[src/hdl/pfg_pkg.sv]
`timescale 1ns / 1ps
// ----------------------------------------------------------------------------
// Point fragment generator package
// Shared types, constants and register indexes for the point rasterizer.
// ----------------------------------------------------------------------------
package pfg_pkg;

  localparam int MaxPointSize = 8;

  // Sizes are in sixteenths of a pixel, geometry in thirty-seconds.
  localparam logic [7:0] PS_ONE = 8'd16;
  localparam logic [7:0] PS_MAX = 8'(MaxPointSize * 16);

  localparam int CoordW = 21;
  typedef logic signed [CoordW-1:0] coord_t;

  // One whole pixel in thirty-second units.
  localparam coord_t PIX_STEP = coord_t'(32);

  localparam logic [1:0] REG_POINT_SIZE  = 2'd0;
  localparam logic [1:0] REG_SMOOTH_MODE = 2'd1;
  localparam logic [1:0] REG_VIEW_WIDTH  = 2'd2;
  localparam logic [1:0] REG_VIEW_HEIGHT = 2'd3;

  // Classified vertex handed from the front end to the scan engine.
  typedef struct packed {
    logic        single;
    logic        empty;
    logic        smooth;
    logic [7:0]  ps;
    coord_t      cx;
    coord_t      cy;
    coord_t      lox;
    coord_t      hix;
    coord_t      loy;
    coord_t      hiy;
    logic [23:0] depth;
  } entry_t;

  typedef enum logic [1:0] {
    ST_IDLE,
    ST_RUN,
    ST_FLUSH
  } back_state_t;

endpackage

[src/hdl/pfg_front.sv]
`timescale 1ns / 1ps
// ----------------------------------------------------------------------------
// Point fragment generator front end
// Holds the configuration registers and turns a vertex into a clipped square.
// ----------------------------------------------------------------------------
module pfg_front (
  input  logic                 clk,
  input  logic                 rst,
  input  logic                 cfg_valid,
  output logic                 cfg_ready,
  input  logic [1:0]           cfg_index,
  input  logic [12:0]          cfg_data,
  input  logic signed [16:0]   vertex_x,
  input  logic signed [16:0]   vertex_y,
  input  logic [23:0]          vertex_depth,
  output pfg_pkg::entry_t      entry
);

  logic [7:0]  pt_size;
  logic        smooth_mode;
  logic [12:0] view_width;
  logic [12:0] view_height;

  logic [7:0]      ps;
  pfg_pkg::coord_t ps_c;
  pfg_pkg::coord_t cx;
  pfg_pkg::coord_t cy;
  pfg_pkg::coord_t lox;
  pfg_pkg::coord_t hix;
  pfg_pkg::coord_t loy;
  pfg_pkg::coord_t hiy;
  pfg_pkg::coord_t lim_x;
  pfg_pkg::coord_t lim_y;
  pfg_pkg::coord_t clox;
  pfg_pkg::coord_t chix;
  pfg_pkg::coord_t cloy;
  pfg_pkg::coord_t chiy;
  logic            rej;

  assign cfg_ready = 1'b1;

  always_ff @(posedge clk) begin
    if (rst) begin
      pt_size     <= 8'd16;
      smooth_mode <= 1'b0;
      view_width  <= 13'd640;
      view_height <= 13'd480;
    end else if (cfg_valid) begin
      case (cfg_index)
        pfg_pkg::REG_POINT_SIZE:  pt_size     <= cfg_data[7:0];
        pfg_pkg::REG_SMOOTH_MODE: smooth_mode <= cfg_data[0];
        pfg_pkg::REG_VIEW_WIDTH:  view_width  <= cfg_data;
        pfg_pkg::REG_VIEW_HEIGHT: view_height <= cfg_data;
        default: ;
      endcase
    end
  end

  always_comb begin
    ps    = (pt_size > pfg_pkg::PS_MAX) ? pfg_pkg::PS_MAX : pt_size;
    ps_c  = {13'd0, ps};
    cx    = {{3{vertex_x[16]}}, vertex_x, 1'b0};
    cy    = {{3{vertex_y[16]}}, vertex_y, 1'b0};
    lox   = cx - ps_c;
    hix   = cx + ps_c;
    loy   = cy - ps_c;
    hiy   = cy + ps_c;
    lim_x = {3'd0, view_width, 5'd0};
    lim_y = {3'd0, view_height, 5'd0};

    // The limit is never negative, so a low edge at or past it is rejected
    // whether or not it was first clamped to zero.
    clox = (lox < 0) ? '0 : lox;
    chix = (hix > lim_x) ? lim_x : hix;
    cloy = (loy < 0) ? '0 : loy;
    chiy = (hiy > lim_y) ? lim_y : hiy;
    rej  = (lox >= lim_x) || (hix < 0) || (loy >= lim_y) || (hiy < 0);

    entry.single = (pt_size == pfg_pkg::PS_ONE);
    entry.empty  = rej || (clox >= chix) || (cloy >= chiy);
    entry.smooth = smooth_mode;
    entry.ps     = ps;
    entry.cx     = cx;
    entry.cy     = cy;
    entry.lox    = clox;
    entry.hix    = chix;
    entry.loy    = cloy;
    entry.hiy    = chiy;
    entry.depth  = vertex_depth;
  end

endmodule

[src/hdl/pfg_queue.sv]
`timescale 1ns / 1ps
// ----------------------------------------------------------------------------
// Point fragment generator queue
// Two-entry queue of classified vertices between front end and scan engine.
// ----------------------------------------------------------------------------
module pfg_queue (
  input  logic            clk,
  input  logic            rst,
  input  logic            push,
  input  pfg_pkg::entry_t push_data,
  output logic            full,
  input  logic            pop,
  output logic            q_valid,
  output pfg_pkg::entry_t q_data
);

  pfg_pkg::entry_t slots [2];
  logic            wr_ptr;
  logic            rd_ptr;
  logic [1:0]      count;

  assign full    = (count == 2'd2);
  assign q_valid = (count != 2'd0);
  assign q_data  = slots[rd_ptr];

  always_ff @(posedge clk) begin
    if (rst) begin
      wr_ptr <= 1'b0;
      rd_ptr <= 1'b0;
      count  <= 2'd0;
    end else begin
      if (push) begin
        wr_ptr <= ~wr_ptr;
      end
      if (pop) begin
        rd_ptr <= ~rd_ptr;
      end
      if (push && !pop) begin
        count <= count + 2'd1;
      end else if (pop && !push) begin
        count <= count - 2'd1;
      end
    end
  end

  always_ff @(posedge clk) begin
    if (push) begin
      slots[wr_ptr] <= push_data;
    end
  end

endmodule

[src/hdl/pfg_back.sv]
`timescale 1ns / 1ps
// ----------------------------------------------------------------------------
// Point fragment generator scan engine
// Scans the clipped square one pixel a cycle unless stalled, emits fragments.
// ----------------------------------------------------------------------------
module pfg_back (
  input  logic                clk,
  input  logic                rst,
  input  logic                q_valid,
  input  pfg_pkg::entry_t     q_data,
  output logic                pop,
  output logic                out_valid,
  input  logic                out_stall,
  output logic signed [16:0]  frag_x,
  output logic signed [16:0]  frag_y,
  output logic [23:0]         frag_depth,
  output logic                last_fragment
);

  pfg_pkg::back_state_t state;
  pfg_pkg::back_state_t state_next;

  pfg_pkg::coord_t x;
  pfg_pkg::coord_t y;
  pfg_pkg::coord_t lox;
  pfg_pkg::coord_t hix;
  pfg_pkg::coord_t hiy;
  pfg_pkg::coord_t cx;
  pfg_pkg::coord_t cy;
  logic [15:0]     r2;
  logic            smooth;
  logic [23:0]     depth;

  // A survivor is held back one step so that the final one can carry the
  // last-fragment flag once the scan is known to be over.
  logic               pend_valid;
  logic signed [16:0] pend_x;
  logic signed [16:0] pend_y;

  pfg_pkg::coord_t    dx_full;
  pfg_pkg::coord_t    dy_full;
  logic signed [8:0]  dx;
  logic signed [8:0]  dy;
  logic signed [17:0] sqx;
  logic signed [17:0] sqy;
  logic [16:0]        d2;
  logic               surv;
  logic               out_free;
  logic               advance;
  logic               push_mid;
  logic               push_last;
  pfg_pkg::coord_t    x_step;
  pfg_pkg::coord_t    y_step;
  logic               row_end;
  logic               scan_end;

  always_comb begin
    dx_full   = x - cx;
    dy_full   = y - cy;
    dx        = dx_full[8:0];
    dy        = dy_full[8:0];
    sqx       = dx * dx;
    sqy       = dy * dy;
    d2        = 17'(sqx[15:0]) + 17'(sqy[15:0]);
    surv      = !smooth || (d2 < {1'b0, r2});
    out_free  = !out_valid || !out_stall;
    advance   = !(surv && pend_valid) || out_free;
    x_step    = x + pfg_pkg::PIX_STEP;
    y_step    = y + pfg_pkg::PIX_STEP;
    row_end   = (x_step >= hix);
    scan_end  = row_end && (y_step >= hiy);
    push_mid  = (state == pfg_pkg::ST_RUN) && advance && surv && pend_valid;
    push_last = (state == pfg_pkg::ST_FLUSH) && pend_valid && out_free;
    pop       = (state == pfg_pkg::ST_IDLE) && q_valid;

    state_next = state;
    case (state)
      pfg_pkg::ST_IDLE: begin
        if (q_valid) begin
          if (q_data.single) begin
            state_next = pfg_pkg::ST_FLUSH;
          end else if (!q_data.empty) begin
            state_next = pfg_pkg::ST_RUN;
          end
        end
      end
      pfg_pkg::ST_RUN: begin
        if (advance && scan_end) begin
          state_next = pfg_pkg::ST_FLUSH;
        end
      end
      pfg_pkg::ST_FLUSH: begin
        if (!pend_valid || out_free) begin
          state_next = pfg_pkg::ST_IDLE;
        end
      end
      default: state_next = pfg_pkg::ST_IDLE;
    endcase
  end

  always_ff @(posedge clk) begin
    if (rst) begin
      state      <= pfg_pkg::ST_IDLE;
      pend_valid <= 1'b0;
      out_valid  <= 1'b0;
    end else begin
      state <= state_next;
      if (push_mid || push_last) begin
        out_valid <= 1'b1;
      end else if (!out_stall) begin
        out_valid <= 1'b0;
      end
      if (pop && q_data.single) begin
        pend_valid <= 1'b1;
      end else if ((state == pfg_pkg::ST_RUN) && advance && surv) begin
        pend_valid <= 1'b1;
      end else if (push_last) begin
        pend_valid <= 1'b0;
      end
    end
  end

  always_ff @(posedge clk) begin
    if (pop) begin
      x      <= q_data.lox;
      y      <= q_data.loy;
      lox    <= q_data.lox;
      hix    <= q_data.hix;
      hiy    <= q_data.hiy;
      cx     <= q_data.cx;
      cy     <= q_data.cy;
      r2     <= q_data.ps * q_data.ps;
      smooth <= q_data.smooth;
      depth  <= q_data.depth;
      if (q_data.single) begin
        pend_x <= q_data.cx[17:1];
        pend_y <= q_data.cy[17:1];
      end
    end else if ((state == pfg_pkg::ST_RUN) && advance) begin
      if (surv) begin
        pend_x <= x[17:1];
        pend_y <= y[17:1];
      end
      if (row_end) begin
        x <= lox;
        y <= y_step;
      end else begin
        x <= x_step;
      end
    end
    if (push_mid || push_last) begin
      frag_x        <= pend_x;
      frag_y        <= pend_y;
      frag_depth    <= depth;
      last_fragment <= push_last;
    end
  end

endmodule

[src/hdl/point_fragment_generator_unit.sv]
`timescale 1ns / 1ps
// ----------------------------------------------------------------------------
// Point fragment generator
// Rasterizes one vertex into the fragments covered by a square or round point.
// ----------------------------------------------------------------------------
// Usage: vertices enter on the in channel (in_valid / in_stall) and fragments
// leave on the out channel (out_valid / out_stall); last_fragment marks the
// final fragment of a vertex, and a vertex that covers nothing gives no item
// unless it is of size one. Registers are written on the cfg channel
// (cfg_ready is always high); the user must write them only while the block
// is idle, which the block does not enforce: index 0 point size, 1 smooth
// mode, 2 and 3 viewport. The front end classifies and clips a vertex in the
// cycle it is accepted and places it in a two-entry queue, so in_stall rises
// only when the queue fills. The scan engine takes a vertex from the queue
// and steps one pixel a cycle, unless the out channel holds it, over the
// clipped square, up to 64 pixels for an 8-pixel point. Survivors are held
// one step so the last one can be flagged, and smooth mode drops the pixels
// outside the circle. A stall on the out channel freezes the scan only when
// a fragment is waiting and the output register is still full. Reset
// restores the register defaults (size 1.0, square points, 640 by 480) and
// empties queue and output.
// ----------------------------------------------------------------------------
module point_fragment_generator_unit (
  input  logic                clk,
  input  logic                rst,
  input  logic                cfg_valid,
  output logic                cfg_ready,
  input  logic [1:0]          cfg_index,
  input  logic [12:0]         cfg_data,
  input  logic                in_valid,
  output logic                in_stall,
  input  logic signed [16:0]  vertex_x,
  input  logic signed [16:0]  vertex_y,
  input  logic [23:0]         vertex_depth,
  output logic                out_valid,
  input  logic                out_stall,
  output logic signed [16:0]  frag_x,
  output logic signed [16:0]  frag_y,
  output logic [23:0]         frag_depth,
  output logic                last_fragment
);

  pfg_pkg::entry_t entry;
  pfg_pkg::entry_t q_data;
  logic            full;
  logic            q_valid;
  logic            pop;
  logic            push;

  assign in_stall = full;
  assign push     = in_valid && !full;

  pfg_front u_front (
    .clk          (clk),
    .rst          (rst),
    .cfg_valid    (cfg_valid),
    .cfg_ready    (cfg_ready),
    .cfg_index    (cfg_index),
    .cfg_data     (cfg_data),
    .vertex_x     (vertex_x),
    .vertex_y     (vertex_y),
    .vertex_depth (vertex_depth),
    .entry        (entry)
  );

  pfg_queue u_queue (
    .clk       (clk),
    .rst       (rst),
    .push      (push),
    .push_data (entry),
    .full      (full),
    .pop       (pop),
    .q_valid   (q_valid),
    .q_data    (q_data)
  );

  pfg_back u_back (
    .clk           (clk),
    .rst           (rst),
    .q_valid       (q_valid),
    .q_data        (q_data),
    .pop           (pop),
    .out_valid     (out_valid),
    .out_stall     (out_stall),
    .frag_x        (frag_x),
    .frag_y        (frag_y),
    .frag_depth    (frag_depth),
    .last_fragment (last_fragment)
  );

endmodule
[config.mk]
export PLATFORM = sky130hd
export DESIGN_NAME = point_fragment_generator_unit
export DESIGN_NICKNAME = d
export VERILOG_FILES = /design/src/hdl/pfg_pkg.sv /design/src/hdl/pfg_front.sv /design/src/hdl/pfg_queue.sv /design/src/hdl/pfg_back.sv /design/src/hdl/point_fragment_generator_unit.sv
export SDC_FILE = /design/constraint.sdc
export NUM_CORES = 1
export LEC_CHECK = 0
export CORE_MARGIN = 2
export CORE_UTILIZATION = 30
export CTS_CLUSTER_SIZE = 28
export DETAILED_ROUTE_END_ITERATION = 16
export DONT_BUFFER_PORTS = 1
export PLACE_DENSITY_LB_ADDON = 0.12
export SYNTH_ARGS = -nofsm -noshare
export SYNTH_HDL_FRONTEND = slang
export SYNTH_SLANG_ARGS = --single-unit
[constraint.sdc]
create_clock -name clk -period 32.6 [get_ports clk]
set_input_delay 4.89 -clock clk [delete_from_list [all_inputs] [get_ports clk]]
set_output_delay 4.89 -clock clk [all_outputs]
set_load 0.005 [all_outputs]
After elaboration in Yosys (flattened, before gate mapping)
Memories as Yosys holds them, arrays and structs flattened. A register that Yosys moved wholly into a read port is not among the register bits.
Cells that the tools add are included.
Widths: inputs -> output; s select.
{"block": "classes", "n_bitwise": 2, "eq_ne": 13, "n_reduce_logical": 46, "n_lt_le_gt_ge": 14, "n_mul": 3, "n_mux": 36, "add_sub_neg": 11}
{"cell": "$mux 21", "n": 10}
{"cell": "$mux 17", "n": 8}
{"cell": "$ge 21x21->1", "n": 4}
{"cell": "$lt 19x1->1 const B", "n": 4}
{"cell": "$add 21x7->21 const B", "n": 2}
{"cell": "$add 18x9->19", "n": 2}
{"cell": "$ge 19x19->1", "n": 2}
{"cell": "$gt 19x19->1", "n": 2}
{"cell": "$sub 18x9->19", "n": 2}
{"cell": "$mul 9x9->16", "n": 2}
{"cell": "$sub 9x9->9", "n": 2}
{"cell": "$add 16x16->17", "n": 1}
{"cell": "$lt 17x16->1", "n": 1}
{"cell": "$mul 8x8->16", "n": 1}
{"cell": "$mux 2", "n": 7}
{"cell": "$logic_and 1x1->1", "n": 13}
{"cell": "$logic_or 1x1->1", "n": 10}
{"cell": "$reduce_and 2->1", "n": 5}
{"cell": "$reduce_bool 2->1", "n": 5}
{"cell": "$mux 1", "n": 9}
{"cell": "$eq 2x2->1 const B", "n": 4}
{"cell": "$eq 8x5->1 const B", "n": 1}
{"cell": "$gt 8x8->1 const B", "n": 1}
{"cell": "$logic_not 1->1", "n": 8}
{"cell": "other kinds (13)", "n": 19}
{"block": "totals", "n_memories": 1, "elab_cells": 152, "input_bits": 78, "ram_bits": 318, "ff_bits": 300, "out_inout_bits": 62}
{"name": "u_queue.slots", "words": 2, "word_bits": 159, "read_ports": 1, "rd_ports_with_merged_regs": 1, "write_ports": 1, "line_no": "pfg_queue.sv:17", "rtl": "pfg_pkg::entry_t slots [2];"}

Logic depth before layout (Yosys ltp)
Gate-level depths: netlist of run 1.
{"block": "depth", "ltp_word": 13, "ltp_mapped": 39, "mapped_depth_nobuf": 39}

Hierarchy
Synthesis of run 1 repeated with hierarchy kept, for this count alone.
{"block": "unflattened", "hier_cells": 3104, "hier_area_um2": 37601.1}
{"module": "pfg_back", "cells_per_inst": 1683, "area_per_inst_um2": 18426.4, "seq_area_each_um2": 7767.4, "n_inst": 1}
{"module": "pfg_queue", "cells_per_inst": 523, "area_per_inst_um2": 12186.7, "seq_area_each_um2": 9769.4, "n_inst": 1}
{"module": "pfg_front", "cells_per_inst": 897, "area_per_inst_um2": 6974.2, "seq_area_each_um2": 700.7, "n_inst": 1}
{"module": "point_fragment_generator_unit", "cells_per_inst": 1, "area_per_inst_um2": 13.8, "seq_area_each_um2": 0.0, "n_inst": 1}

Least setup slack after synthesis of run 1
No wires, ideal clock.
{"block": "synth_timing", "path_kind": "reg-to-reg", "from": "reg u_back.y[1]", "to": "reg u_back.frag_depth[0], enable pin", "path_buffers": 0, "arrival_time_ps": 11099, "required_ps": 32124, "period_less_slack_ps": 11575, "path_stages_with_launch": 40, "path_slack_ps": 21025, "setup_time_ps": 476, "cell_sequence": "edfxtp_1 -> inv_1 -> ha_1 -> inv_1 -> fa_1 -> a21o_1 -> a21oi_1 -> o21bai_1 -> a21oi_1 -> xnor2_1 -> inv_1 -> nor2_1 -> inv_1 -> fa_1 -> fa_1 -> inv_1 -> fa_1 -> fa_1 -> [... 4 more ...] -> a21oi_1 -> nor2b_1 -> o21a_1 -> nor2_1 -> xnor2_1 -> ha_1 -> a211o_1 -> a211o_1 -> a31oi_1 -> o21bai_1 -> xor2_1 -> ha_1 -> a21o_1 -> a211o_1 -> o31a_1 -> a311oi_1 -> nor2_1 -> nor2_1"}
{"block": "synth_between", "elab_chain_len": 12}
{"element": "start, declared", "line_no": "pfg_back.sv:24", "rtl": "pfg_pkg::coord_t y;"}
{"element": "start signal, assigned", "line_no": "pfg_back.sv:126", "rtl": "y <= q_data.loy;"}
{"element": "start signal, assigned", "line_no": "pfg_back.sv:146", "rtl": "y <= y_step;"}
{"element": "$sub 9x9->9 *", "line_no": "pfg_back.sv:59", "rtl": "dy_full = y - cy;"}
{"element": "$mul 9x9->16 *", "line_no": "pfg_back.sv:63", "rtl": "sqy = dy * dy;"}
{"element": "$add 16x16->17 *", "line_no": "pfg_back.sv:64", "rtl": "d2 = 17'(sqx[15:0]) + 17'(sqy[15:0]);"}
{"element": "$lt 17x16->1 *", "line_no": "pfg_back.sv:65", "rtl": "surv = !smooth || (d2 < {1'b0, r2});"}
{"element": "$logic_or 1x1->1 *", "line_no": "pfg_back.sv:65"}
{"element": "$logic_and 1x1->1", "line_no": "pfg_back.sv:67", "rtl": "advance = !(surv && pend_valid) || out_free;"}
{"element": "$logic_not 1->1", "line_no": "pfg_back.sv:67"}
{"element": "$logic_or 1x1->1", "line_no": "pfg_back.sv:67"}
{"element": "$logic_and 1x1->1", "line_no": "pfg_back.sv:72", "rtl": "push_mid = (state == pfg_pkg::ST_RUN) && advance && surv && pend_valid;"}
{"element": "$logic_and 1x1->1 * (2 in a row)", "line_no": "pfg_back.sv:72"}
{"element": "$logic_or 1x1->1 *", "line_no": "pfg_back.sv:151", "rtl": "if (push_mid || push_last) begin"}
{"element": "end signal, assigned", "line_no": "pfg_back.sv:154", "rtl": "frag_depth <= depth;"}
{"element": "end, declared", "line_no": "pfg_back.sv:16", "rtl": "output logic [23:0] frag_depth,"}
Mark *: on every way between the ends. The rest lies on a longest branch, timed or not.
A chain may end at the register's enable or synchronous reset.

Worst setup path in the final report of run 1
{"block": "layout_timing", "from": "reg u_back.y[1]", "to": "reg u_back.frag_x[3], enable pin"}
{"block": "layout_between", "elab_chain_len": 12}
{"element": "$sub 9x9->9 *", "line_no": "pfg_back.sv:59"}
{"element": "$mul 9x9->16 *", "line_no": "pfg_back.sv:63"}
{"element": "$add 16x16->17 *", "line_no": "pfg_back.sv:64"}
{"element": "$lt 17x16->1 *", "line_no": "pfg_back.sv:65"}
{"element": "$logic_or 1x1->1 *", "line_no": "pfg_back.sv:65"}
{"element": "$logic_and 1x1->1", "line_no": "pfg_back.sv:67"}
{"element": "$logic_not 1->1", "line_no": "pfg_back.sv:67"}
{"element": "$logic_or 1x1->1", "line_no": "pfg_back.sv:67"}
{"element": "$logic_and 1x1->1", "line_no": "pfg_back.sv:72"}
{"element": "$logic_and 1x1->1 * (2 in a row)", "line_no": "pfg_back.sv:72"}
{"element": "$logic_or 1x1->1 *", "line_no": "pfg_back.sv:151"}
{"element": "end signal, assigned", "line_no": "pfg_back.sv:152", "rtl": "frag_x <= pend_x;"}
{"element": "end, declared", "line_no": "pfg_back.sv:14", "rtl": "output logic signed [16:0] frag_x,"}
Marked as above.

==> results of run 1 <==
==> state kept, by name, summed over array words and instances (netlist names), 2 cells and up, named ones only <==
name,cells
u_queue.slots,286
u_back.depth,24
u_back.frag_depth,24
u_back.x,21
u_back.y,21
u_back.hix,19
u_back.hiy,19
u_back.lox,18
u_back.frag_x,17
u_back.frag_y,17
u_back.pend_x,17
u_back.pend_y,17
u_back.r2,15
u_front.view_height,13
u_front.view_width,13
u_back.cx,8
u_back.cy,8
u_front.pt_size,8
u_back.state,2
u_queue.count,2
==> synth_stat cells, types with 11 or more instances <==
library cell  number  area, sq um
a21o_1            38          285
ha_1             308         3850
buf_1             13         48.8
or3_1             15         93.8
xnor2_1          122         1070
nand3_1           48          240
or2_2             18          113
xor2_1            47          412
nand4_1           33          206
nor2_1           199          747
nor4_1            11         68.8
mux2_2           122         1370
and2_1            26          163
dfxtp_1           44          881
edfxtp_1         533        16000
nor3_1            38          190
nand2b_1          27          169
and3_1            17          106
nor2b_1           22          138
inv_1            322         1210
o21ai_1           14         70.1
mux2i_1           96          961
o21ai_0           81          405
o21bai_1          18          135
nand2_1          248          931
fa_1             132         2640
clkbuf_1          49          184
a21oi_1          119          596
o21a_1            14          105
==> layout by cell type, fill, tap and decap left out, drive strengths merged, types with 15 or more instances in the layout <==
master | netlist | layout
edfxtp | 533 | 533
inv | 323 | 329
ha | 308 | 308
nand2 | 248 | 248
nor2 | 199 | 199
fa | 132 | 132
mux2 | 125 | 125
xnor2 | 122 | 122
a21oi | 120 | 120
mux2i | 97 | 97
o21ai | 95 | 95
clkbuf | 49 | 88
nand3 | 48 | 48
xor2 | 47 | 47
dfxtp | 44 | 44
nor3 | 38 | 38
a21o | 38 | 38
nand4 | 33 | 33
clkinv | 2 | 28
nand2b | 27 | 27
and2 | 26 | 26
nor2b | 22 | 22
buf | 28 | 19
or2 | 18 | 18
o21bai | 18 | 18
and3 | 17 | 17
or3 | 15 | 15
==> worst max-delay path: cells and delay by family, from the launching register on <==
family	cells	cell delay (ns)
XOR/XNOR	3	0.61
adder cells (fa/ha/maj)	10	4.01
buffers and inverters	8	1.21
AO/OA/AOI/OAI	14	3.34
AND/OR/NAND/NOR	5	1.07
flip-flops	1	0.39
==> path summary, 6_finish.rpt <==
check | cells after the start | slack (ns) | start | to
min reg2reg | 0 | 0.41 | u_back.pend_x[2]$_DFFE_PP_ | u_back.frag_x[2]$_DFFE_PP_
max reg2reg | 40 | 21.44 | u_back.y[1]$_DFFE_PP_ | u_back.frag_x[3]$_DFFE_PP_
max | 40 | 21.44 | u_back.y[1]$_DFFE_PP_ | u_back.frag_x[3]$_DFFE_PP_
min | 0 | 0.41 | u_back.pend_x[2]$_DFFE_PP_ | u_back.frag_x[2]$_DFFE_PP_
==> routing by layer <==
metal,part of all wire,global-route usage,vias up
li1,-,-,10300
met1,0.48,0.229,10600
met3,0.041,0.0245,126
met5,0,0,-
met2,0.44,0.250,395
met4,0.030,0.0547,0
==> stage by stage <==
| stage | cells | instance area, sq um |
|---|---|---|
| after global routing | 4503 | 38700 |
| after CTS | 4503 | 38700 |
| final | 4504 | 38700 |
| after floorplan | 2922 | 34700 |
| after global placement | 4376 | 36400 |
| after detailed placement | 4376 | 36400 |
==> logic make-up after synthesis <==
group | synth area share
adders and majority gates | 0.187
other | 0.000108
buffers and inverters | 0.0450
DFF | 0.487
and+or+nand+nor | 0.0966
AOI/OAI and AO/OA | 0.0723
xor gates and xnor gates | 0.0427
muxes | 0.0687
==> final cells by class <==
cell class / instances / area, sq um
Antenna cell: 1 / 2.50
Clock buffer: 88 / 1870
Clock inverter: 39 / 370
Fill cell: 11400 / 75800
Inverter: 325 / 1220
Multi-Input combinational cell: 1943 / 16300
Sequential cell: 577 / 16900
Tap cell: 1512 / 1890
Timing Repair Buffer: 19 / 143
==> impl_metrics.py, run 1 <==
metrics = {
    "clock_network": {
        "numCtsBuffers": 71,
        "cts_root_buf": "clkbuf_16",
        "cts_tree": "done",
        "ctsResizeCount": 0,
        "clock_sinks": 577,
        "h-tree-depth": 3,
        "postCtsSetupBuffers": 0,
        "cts.path.max_buffers": 3,
        "clkTransAtPathRegs_ns": 0.06,
        "clock_latency_ns": 0.63,
        "cts_hold_buffers": 0,
    },
    "die": {
        "rows": 124,
        "start_util": 0.303,
        "die_h_um": 344,
        "ioPinCount": 140,
        "core-area_sq_um": 115000,
        "die_area_sq_um": 118000,
        "fp.dieW_um": 344,
    },
    "yosys": {
        "synth_edf_count": 533,
        "synthesis.area_sq_um": 34700,
        "synth_nets": 3440,
        "yosys_most_used_dff": "edfxtp_1",
        "ys_seq_area_frac": 0.487,
        "ys_seq_elements": 577,
        "avgSynthCellArea_sq_um": 11.9,
        "ys_warn_count": 0,
        "yosysUniqueCellTypes": 76,
        "syn_inst": 2922,
        "postSynth.asyncResetShare": 0,
    },
    "sta": {
        "hold_ws_ns": 0.407,
        "fin_setup_tns_ns": 0,
        "finalCritPeriodShare": 0.342,
        "slew_headroom": 0.267,
        "fin_skew_ns": 0.0224,
        "fmax_ghz": 0.0896,
        "maxSlewViolCount": 0,
        "setup_viol": 0,
        "period_minus_slack_ns": 11.16,
        "grt_setup_unrepaired": "false",
        "max_slew.worst_pin.slew_ns": 1.10,
        "layout_setup_ws_ns": 21.44,
        "hold_violations": 0,
    },
    "place": {
        "gp_congestion": 0.928,
        "post-place-ws_ns": 21.34,
        "portBuffers": 0,
        "hpwl_um": 72300,
    },
    "worst_setup_path": {
        "crit_path_end_kind": "register",
        "crit_slowest_cell": "buf_4",
        "crit_path_max_incr_delay_ns": 0.61,
        "crit_fanout": 48,
        "crit_top_cell": "inv_1",
        "crit_type": "reg2reg",
        "crit_arrival_ns": 11.40,
        "cp-start-kind": "register",
        "critPathRequiredTime_ns": 32.84,
    },
    "drt": {
        "first_pass_iters": 5,
        "drtIter0Drc": 1236,
        "drcViolationCount": 0,
        "route.final.wire_length_um": 94600,
        "routed_via_density": 4.76,
        "dr_total_vias": 21400,
        "routedWlPerCell_um": 21.0,
        "antenna_left": 0,
    },
    "global_route": {
        "grt_first_pass_wirelength_um": 142000,
        "grt_pass1_vias": 22200,
        "track_usage": 0.161,
        "overflow": 0,
        "antenna_found_initial": 4,
        "grt_max_degree": 117,
    },
    "run": {
        "max_cap_violations": 0,
    },
    "min_path": {
        "hp-class": "reg2reg",
    },
    "final_layout": {
        "syn2layout_area_growth_pct": 11.5,
        "finalNetCount": 3455,
        "drive_gt1_frac": 0.0946,
        "utilization": 0.338,
    },
    "run_status": {
        "outcome": "finished, final reports clean",
    },
}
Power of run 1 is left out: the tool's default activity adds up to more than one toggle a clock period on the data nets, which glitch-free logic cannot reach.
==> run 2, diff against run 1 <==
Settings changed: ABC_AREA set to 1.
Clock period 32.6 ns to 11.2 ns, I/O delays scaled along.
==> run 2 against run 1 <==
Net effect:
- maximum frequency is 15% higher
- via count rose by 7.3%
- first-iteration DRC count rose by 11%
- critical path type unchanged
- largest cell class unchanged
- highest routed layer is now met5
==> impl_metrics.py, run 2 <==
metrics = {
    "clock_network": {
        "clkTransAtPathRegs_ns": 0.06,
        "clock_latency_ns": 0.62,
        "postCtsSetupBuffers": 0,
        "cts.path.max_buffers": 3,
        "ctsResizeCount": 0,
        "h-tree-depth": 3,
        "clock_sinks": 577,
        "cts_root_buf": "clkbuf_16",
        "numCtsBuffers": 67,
        "cts_tree": "done",
        "cts_hold_buffers": 0,
    },
    "global_route": {
        "overflow": 0,
        "use_met3": 0.0302,
        "grt_pass1_vias": 23300,
        "grtUsageMet1": 0.225,
        "grt_max_degree": 104,
        "track_usage": 0.157,
        "grt_use_met2": 0.245,
        "grt_first_pass_wirelength_um": 144000,
        "antenna_found_initial": 8,
        "grt_most_used_layer": "met2",
    },
    "sta": {
        "fmax_ghz": 0.103,
        "max_slew.worst_pin.slew_ns": 1.06,
        "slew_headroom": 0.292,
        "fin_setup_tns_ns": 0,
        "setup_viol": 0,
        "finalCritPeriodShare": 0.864,
        "period_minus_slack_ns": 9.67,
        "fin_skew_ns": 0.0253,
        "maxSlewViolCount": 0,
        "grt_setup_unrepaired": "false",
        "hold_violations": 0,
    },
    "min_path": {
        "worstHoldStart": "u_back.depth[15]$_DFFE_PP_",
        "hp-class": "reg2reg",
    },
    "die": {
        "fp.dieW_um": 346,
        "rows": 125,
        "core-area_sq_um": 116000,
        "start_util": 0.302,
        "die_area_sq_um": 120000,
        "die_h_um": 346,
        "ioPinCount": 140,
    },
    "final_layout": {
        "drive_gt1_frac": 0.0615,
        "final_cell_mix": "805 x nand2_1, 547 x inv_1, 533 x edfxtp_1",
        "fill_cells": 12000,
        "top_regs": "u_queue.slots (286), u_back.depth (24), u_back.frag_depth (24)",
        "final_common_cell": "nand2_1",
        "top_register": "u_queue.slots",
        "syn2layout_area_growth_pct": 10.6,
        "multi_input_area_sq_um": 15600,
        "finalNetCount": 4062,
        "largest_reg_flops": 286,
        "seq_area_sq_um": 16900,
        "n_antenna_cell": 0,
    },
    "worst_setup_path": {
        "critPathRequiredTime_ns": 11.44,
        "crit_arrival_ns": 9.92,
        "crit_slowest_cell": "nand2_4",
        "crit_type": "reg2reg",
        "critical-path-top-delay-family": "adder cells",
        "crit_buf_inv": 8,
        "rrSetupSlack_ns": 1.53,
        "endpoint": "u_back.frag_depth[11]$_DFFE_PP_",
        "crit_fanout": 59,
        "cp-startpoint": "u_back.y[3]$_DFFE_PP_",
        "crit_path_end_kind": "register",
        "crit_path_max_incr_delay_ns": 0.72,
        "r2r-start": "u_back.y[3]$_DFFE_PP_",
        "cp-start-kind": "register",
        "rr_worst_depth": 43,
        "cp.depth": 43,
        "rr_endpoint": "u_back.frag_depth[11]$_DFFE_PP_",
    },
    "drt": {
        "drcViolationCount": 0,
        "first_pass_iters": 7,
        "dr_total_vias": 23000,
        "route.final.wire_length_um": 93000,
        "routed_via_density": 4.50,
        "antenna_left": 0,
        "drtIter0Drc": 1378,
        "routedWlPerCell_um": 18.2,
    },
    "yosys": {
        "yosysTopAreaCellShare": 0.456,
        "ys_warn_count": 0,
        "yosysMostFrequentCell": "nand2_1",
        "ys_top_cells_by_area": "edfxtp_1 46%, ha_1 11%, nand2_1 8.6%",
        "postSynth.asyncResetShare": 0,
        "yosysTopAreaCell": "edfxtp_1",
        "yosys_most_used_dff": "edfxtp_1",
        "syn_inst": 3546,
        "ys_seq_elements": 577,
        "avgSynthCellArea_sq_um": 9.89,
        "synthesis.area_sq_um": 35100,
        "yosysUniqueCellTypes": 61,
        "synth_edf_count": 533,
        "synth_nets": 4064,
        "ys_seq_area_frac": 0.482,
        "synth_common_cells": "807 x nand2_1, 548 x inv_1, 533 x edfxtp_1",
    },
    "place": {
        "portBuffers": 0,
        "hpwl_um": 70300,
        "gp_congestion": 0.825,
    },
    "run_status": {
        "outcome": "finished, final reports clean",
    },
    "run": {
        "max_cap_violations": 0,
    },
}
[run 2: cell types whose count changed in the layout (fill, tap and decap cells not counted), moves of 53 or more]
cell | previous run | this run
mux2i_1 | 96 | 5
xor2_1 | 47 | 100
mux2_2 | 122 | 0
nand2_1 | 247 | 805
xnor2_1 | 122 | 38
nor2_1 | 197 | 257
a21oi_1 | 119 | 172
inv_1 | 321 | 547
[run 2: logic make-up (layout without fill, tap and decap cells)]
family	Yosys count	after routing	synth area share
simple gates	1308	1308	0.156
buf+inv	669	717	0.0737
flops	577	577	0.482
fa+ha+maj	440	440	0.185
compound gates	406	406	0.0665
xor+xnor	140	140	0.0354
mux	5	5	0.00143
other cells	1	1	0.000107
[run 2: cell type report]
type,count,share of cell area
Timing Repair Buffer,17,0.00361
Inverter,581,0.0565
Clock inverter,33,0.00690
Tap cell,1524,0.0492
Multi-Input combinational cell,2300,0.403
Clock buffer,86,0.0453
Sequential cell,577,0.436
[run 2: layer usage]
| layer | vias to the layer above | share of wire |
|---|---|---|
| met4 | 2 | 0.013 |
| met3 | 86 | 0.051 |
| met5 | - | 0.00014 |
| li1 | 11700 | - |
| met1 | 10900 | 0.49 |
| met2 | 347 | 0.44 |
[run 2: how the worst min path moves through the flow]
stage                                            endpoint  depth (start not counted)
after detailed placement  u_back.frag_depth[15]$_DFFE_PP_                          0
after CTS                 u_back.frag_depth[15]$_DFFE_PP_                          0
after global placement    u_back.frag_depth[16]$_DFFE_PP_                          0
final                     u_back.frag_depth[15]$_DFFE_PP_                          0
after floorplan            u_back.frag_depth[0]$_DFFE_PP_                          0
after global routing      u_back.frag_depth[15]$_DFFE_PP_                          0
[run 2: metrics by stage]
| stage | hold slack, ns | area (sq um) | worst slack [ns] | utilization | instances |
|---|---|---|---|---|---|
| floorplan | 0.400 | 35100 | 1.58 | - | 3546 |
| global placement | 0.400 | 36800 | 1.54 | 0.317 | 4999 |
| detailed placement | 0.405 | 36800 | 1.47 | 0.317 | 4999 |
| CTS | 0.415 | 38800 | 1.43 | 0.334 | 5118 |
| global route | 0.423 | 38800 | 0.640 | 0.334 | 5118 |
| finish | 0.415 | 38800 | 1.53 | 0.334 | 5118 |
[run 2: worst register-to-register path, delay by kind of cell, from the launching register on]
kind	cells	cell delay, ns
AND/OR/NAND/NOR	14	2.40
flip-flops	1	0.44
XOR/XNOR	2	0.31
AO/OA/AOI/OAI	10	1.56
adder cells (fa/ha/maj)	9	3.91
buffers and inverters	8	0.61
Power of run 2 is left out for the same reason.
